File: src/rtl/core/mf2h_ram.sv
`default_nettype none

// Simple dual-port RAM, one write port, one read port with registered data.
module mf2h_ram #(
  parameter int WIDTH = 8,
  parameter int DEPTH = 256
) (
  input  wire logic                     clk,
  input  wire logic                     we,
  input  wire logic [$clog2(DEPTH)-1:0] waddr,
  input  wire logic [WIDTH-1:0]         wdata,
  input  wire logic [$clog2(DEPTH)-1:0] raddr,
  output logic      [WIDTH-1:0]         rdata_r
);

  logic [WIDTH-1:0] mem [DEPTH];

  always_ff @(posedge clk) begin
    if (we) begin
      mem[waddr] <= wdata;
    end
    rdata_r <= mem[raddr];
  end

endmodule

`default_nettype wire

File: config.mk
export PLATFORM = sky130hd
export DESIGN_NAME = mf2h_ram
export DESIGN_NICKNAME = d
export VERILOG_FILES = /design/src/rtl/core/mf2h_ram.sv
export SDC_FILE = /design/constraint.sdc
export NUM_CORES = 2
export LEC_CHECK = 0
export BUFFER_PORTS_ARGS = -buffer_cell sky130_fd_sc_hd__buf_2
export CORE_ASPECT_RATIO = 0.7
export CORE_UTILIZATION = 29
export DETAILED_ROUTE_END_ITERATION = 10
export PLACE_DENSITY = 0.4
export SETUP_SLACK_MARGIN = 0.15
export SLEW_MARGIN = 20
export SYNTH_ARGS = -nofsm -noshare
export SYNTH_HDL_FRONTEND = slang
export SYNTH_SLANG_ARGS = --single-unit
File: constraint.sdc
create_clock -name clk -period 3.36 [get_ports clk]
set_input_delay 0.672 -clock clk [delete_from_list [all_inputs] [get_ports clk]]
set_output_delay 0.672 -clock clk [all_outputs]
set_load 0.02 [all_outputs]
[After elaboration in Yosys (flattened, before gate mapping)]
Memories as Yosys holds them, arrays and structs flattened. A register that Yosys moved wholly into a read port is not among the register bits.
Index checks and enable logic that the tools add are counted.
Cells by class
  muxes and demuxes: 2
Operator list (count)
  1-bit two-way mux: 2
Word-level totals
  register bits after elaboration: 0
  logic and storage cells: 3
  output and inout port bits: 8
  input bits: 26
  memory bits (writable): 2048
  memories: 1
Memory list
  mem: depth 256, width 8, rd ports 1, clocked after Yosys merged registers in 1, wr ports 1, RTL line 16  | logic [WIDTH-1:0] mem [DEPTH];

[Depth between registers and ports, before layout]
  word-level depth: 2
  gate-level depth with buffers: 11
  gate-level depth less buffers: 6

[Worst setup path before layout]
OpenSTA, ideal clock, no wires.
  kind: in2reg
  from: in raddr[0]
  to: reg rdata_r[2] (read register of mem)
  cell stages on the path: 9
  buffers on the path: 4
  arrival time: 2.479 ns
  path slack: 0.750 ns
  library setup time: 0.131 ns
  required time: 3.229 ns
  cells stage by stage: buf_6 buf_12 buf_8 buf_2 mux4_2 a22oi_1 a21oi_1 nor4_1 nor4_2
RTL lines
  start: declaration: RTL line 12  | input wire logic [$clog2(DEPTH)-1:0] raddr,
  end: declaration: RTL line 13  | output logic [WIDTH-1:0] rdata_r

==> run_summary.xml <==
<?xml version="1.0" encoding="UTF-8"?>
<metrics>
  <group name="route">
    <metric name="via_per_inst" unit="">4.92</metric>
    <metric name="num_vias" unit="">40400</metric>
    <metric name="first_iter_violations" unit="">4203</metric>
    <metric name="drt_total_wl" unit="um">243000</metric>
    <metric name="drt-wirelength-per-cell" unit="um">29.6</metric>
    <metric name="dr.pass1.iters" unit="">6</metric>
    <metric name="drt.antenna.violating_nets" unit="">0</metric>
    <metric name="post-route-drc-count" unit="">0</metric>
  </group>
  <group name="clocking">
    <metric name="ctsRootBufferMaster" unit="">sky130_fd_sc_hd__clkbuf_16</metric>
    <metric name="clkTransAtPathRegs" unit="ps">60</metric>
    <metric name="tritoncts_num_sinks" unit="">2056</metric>
    <metric name="cts_resized" unit="">0</metric>
    <metric name="postCtsHoldBufs" unit="">0</metric>
    <metric name="post-cts-setup-buffer-count" unit="">0</metric>
    <metric name="cts_htree_levels" unit="">4</metric>
    <metric name="inserted_clock_buffers" unit="">210</metric>
    <metric name="clock_tree.buffer_depth" unit="">4</metric>
    <metric name="clock_latency" unit="ps">850</metric>
    <metric name="tritoncts" unit="">yes</metric>
  </group>
  <group name="timing">
    <metric name="report.final.slew_viol_count" unit="">0</metric>
    <metric name="grt_setup_unrepaired" unit="">false</metric>
    <metric name="final.min_clock_period" unit="ps">3140</metric>
    <metric name="worst-slew-pin-transition" unit="ps">1210</metric>
    <metric name="timing_hold_violations_final" unit="">0</metric>
    <metric name="fmaxAchievable" unit="MHz">318</metric>
    <metric name="timing.clock.skew" unit="ps">46.5</metric>
    <metric name="setup_violations" unit="">0</metric>
    <metric name="layout_worst_path_cycle_share" unit="%">93.5</metric>
    <metric name="slew-limit-headroom" unit="%">19.3</metric>
  </group>
  <group name="worst_hold_path">
    <metric name="min_path_type" unit="">primary input to register</metric>
  </group>
  <group name="layout">
    <metric name="final_design_area_no_fill" unit="um^2">95300</metric>
    <metric name="drive_above_1_share" unit="%">31.6</metric>
    <metric name="nFillCells" unit="">25400</metric>
    <metric name="instances_no_fill" unit="">8199</metric>
    <metric name="areaGrowthSynthToFinish" unit="%">19.8</metric>
    <metric name="finalNetCount" unit="">4409</metric>
  </group>
  <group name="place">
    <metric name="place_hpwl" unit="um">160000</metric>
    <metric name="gp_congestion" unit="">0.784</metric>
    <metric name="place_area" unit="um^2">88800</metric>
    <metric name="post-place-cells" unit="">7816</metric>
    <metric name="io_buffers" unit="">33</metric>
  </group>
  <group name="synthesis">
    <metric name="synth_enable_flop_cells" unit="">2048</metric>
    <metric name="synth.lib_cells_used.distinct" unit="">55</metric>
    <metric name="synthTopCellsByArea" unit="">sky130_fd_sc_hd__edfxtp_1 77%, sky130_fd_sc_hd__mux4_2 13%, sky130_fd_sc_hd__mux2i_1 1.7%</metric>
    <metric name="synthesis.area_per_instance" unit="um^2">21.3</metric>
    <metric name="yosys.area.top_type_share" unit="%">77.3</metric>
    <metric name="synth.top_cells.by_count" unit="">2048 x sky130_fd_sc_hd__edfxtp_1, 454 x sky130_fd_sc_hd__mux4_2, 282 x sky130_fd_sc_hd__nor2_1</metric>
    <metric name="synth_cells" unit="">3733</metric>
    <metric name="yosys_most_used_dff" unit="">sky130_fd_sc_hd__edfxtp_1</metric>
    <metric name="ys.warnings.count" unit="">0</metric>
    <metric name="seq_area_frac_synth" unit="%">77.5</metric>
    <metric name="synth.cell_area" unit="um^2">79600</metric>
    <metric name="postSynthNetCount" unit="">3759</metric>
    <metric name="ys_ff_latch" unit="">2056</metric>
    <metric name="synth.most_common_cell" unit="">sky130_fd_sc_hd__edfxtp_1</metric>
    <metric name="largest_area_contributor_in_the_netlist" unit="">sky130_fd_sc_hd__edfxtp_1</metric>
    <metric name="postSynth.asyncResetShare" unit="%">0</metric>
  </group>
  <group name="setup_path">
    <metric name="crit_path_start_kind" unit="">primary input</metric>
    <metric name="worst_path_largest_cell_delay" unit="ps">880</metric>
    <metric name="critical_path_arrival" unit="ps">3870</metric>
    <metric name="reg2reg_from" unit="">mem[68][1]$_DFFE_PP_</metric>
    <metric name="critical_path.cell_chain" unit="">buf_8, buf_12, buf_12, mux4_2, mux4_2, nor2b_1, nor4_1, buf_4, nor4_1</metric>
    <metric name="worst_path_max_delay_cell" unit="">sky130_fd_sc_hd__nor4_1</metric>
    <metric name="critPathCapture" unit="">rdata_r[1]$_DFF_P_</metric>
    <metric name="reg2reg_depth" unit="">6</metric>
    <metric name="crit_fanout" unit="">15</metric>
    <metric name="critical_path_class" unit="">primary input to register</metric>
    <metric name="crit_path_end_kind" unit="">register</metric>
    <metric name="timing.critical_path.from" unit="">raddr[0]</metric>
    <metric name="worst-endpoint-required" unit="ps">4090</metric>
    <metric name="r2r-end" unit="">rdata_r[1]$_DFF_P_</metric>
    <metric name="r2r_slack" unit="ps">280</metric>
  </group>
  <group name="floorplanning">
    <metric name="chipHeight" unit="um">440</metric>
    <metric name="std_cell_rows" unit="">160</metric>
    <metric name="design.portCount" unit="">34</metric>
    <metric name="fp.coreArea" unit="um^2">272000</metric>
    <metric name="initial_core_util" unit="%">29.2</metric>
    <metric name="die-area" unit="um^2">276000</metric>
    <metric name="fp.dieW" unit="um">628</metric>
  </group>
  <group name="status">
    <metric name="status" unit="">finished, final reports clean</metric>
  </group>
  <group name="pwr">
    <metric name="ir_drop" unit="mV">0.385</metric>
    <metric name="power_leakage" unit="nW">30.2</metric>
    <metric name="power_density" unit="nW/um^2">571</metric>
  </group>
  <group name="global_route">
    <metric name="grt_start_max_net_pins" unit="">113</metric>
    <metric name="grt_first_pass_wirelength" unit="um">336000</metric>
    <metric name="global_route.usage.total" unit="%">17.3</metric>
    <metric name="first_global_vias" unit="">40900</metric>
    <metric name="globalRoute.totalOverflow" unit="">0</metric>
    <metric name="initial_antenna_violation_count" unit="">29</metric>
  </group>
  <group name="flow_run">
    <metric name="drv_cap" unit="">0</metric>
  </group>
</metrics>
stage by stage:
stage                     hold slack [ps]  power [mW]  TNS [ps]  utilization (%)  setup WS, ps
final                                 198        54.4         0             35.0           218
after global placement               1060        32.1     -3200             32.6          -944
after floorplan                       770        30.2         0                -           750
after detailed placement             1060        32.1     -2670             32.6          -605
after global routing                  132        56.0         0             35.0           207
after CTS                             112        55.0         0             35.0           313
final cells by class:
class                   instances  area (um^2)  share of cell area [%]
inverters                       2         7.51                 0.00788
flip-flops and latches       2056        61700                    64.7
repair buffers                671         5990                    6.28
well taps                    3645         4560                    4.79
diodes                          8         20.0                  0.0210
clock buffers                 264         5460                    5.73
clock inverters               111         1040                    1.09
multi-input cells            1442        16500                    17.4
power breakdown:
part           total [mW]  switching [mW]  leakage [nW]  internal (mW)
clock                22.9            9.99          3.17           12.9
combinational        3.15            1.98          8.53           1.17
sequential           28.3          0.0617          18.5           28.3
total                54.4            12.0          30.2           42.3
worst min-delay path by stage:
stage | start | endpoint | slack [ps] | depth (start not counted)
after floorplan | mem[40][3]$_DFFE_PP_ | rdata_r[3]$_DFF_P_ | 770 | 6
after global placement | wdata[5] | mem[245][5]$_DFFE_PP_ | 1060 | 1
after detailed placement | wdata[5] | mem[246][5]$_DFFE_PP_ | 1060 | 1
after CTS | wdata[5] | mem[247][5]$_DFFE_PP_ | 110 | 1
after global routing | wdata[5] | mem[247][5]$_DFFE_PP_ | 130 | 1
final | wdata[5] | mem[245][5]$_DFFE_PP_ | 200 | 1
kinds of logic (layout without fill, tap and decap cells):
kind of cell / count (synthesis) / count (layout) / share of synthesized area [%]
flip-flops: 2056 / 2056 / 77.5
multiplexers: 591 / 591 / 14.6
AND/OR/NAND/NOR: 466 / 466 / 2.63
other: 0 / 8 / 0
buffers and inverters: 235 / 1048 / 1.83
AO/OA/AOI/OAI: 385 / 385 / 3.42
metal layers:
| metal | track usage (%) | share of wire, % | vias up |
|---|---|---|---|
| li1 | - | - | 17000 |
| met1 | 26.2 | 48 | 21800 |
| met2 | 25.0 | 42 | 1220 |
| met3 | 4.35 | 7.5 | 300 |
| met4 | 3.54 | 1.9 | 2 |
| met5 | 0.291 | 0.046 | - |
sequential cells by signal (all words and copies together) (netlist names):
signal / flops
mem: 2048
rdata_r: 8
cell usage in the layout, fill, tap and decap left out, types with 13 or more instances in the layout:
| master | count |
|---|---|
| sky130_fd_sc_hd__edfxtp_1 | 2048 |
| sky130_fd_sc_hd__buf_4 | 566 |
| sky130_fd_sc_hd__mux4_2 | 454 |
| sky130_fd_sc_hd__nor2_1 | 279 |
| sky130_fd_sc_hd__clkbuf_16 | 210 |
| sky130_fd_sc_hd__mux2i_1 | 134 |
| sky130_fd_sc_hd__a22oi_1 | 133 |
| sky130_fd_sc_hd__a21oi_1 | 95 |
| sky130_fd_sc_hd__buf_12 | 74 |
| sky130_fd_sc_hd__clkbuf_1 | 54 |
| sky130_fd_sc_hd__o221ai_1 | 46 |
| sky130_fd_sc_hd__clkinv_1 | 45 |
| sky130_fd_sc_hd__clkinv_2 | 35 |
| sky130_fd_sc_hd__nand2_1 | 33 |
| sky130_fd_sc_hd__o22ai_1 | 28 |
| sky130_fd_sc_hd__nor2b_1 | 28 |
| sky130_fd_sc_hd__nand3_1 | 25 |
| sky130_fd_sc_hd__nor3_1 | 22 |
| sky130_fd_sc_hd__nor4_1 | 22 |
| sky130_fd_sc_hd__buf_2 | 21 |
| sky130_fd_sc_hd__bufinv_16 | 19 |
| sky130_fd_sc_hd__a211oi_1 | 16 |
| sky130_fd_sc_hd__a221oi_1 | 13 |
critical path, delay by kind of cell:
family	cells	cell delay (ps)
buffers and inverters	4	860
multiplexers	2	1070
AND/OR/NAND/NOR	3	1230
Note: power is estimated with default switching activity, not from simulation.
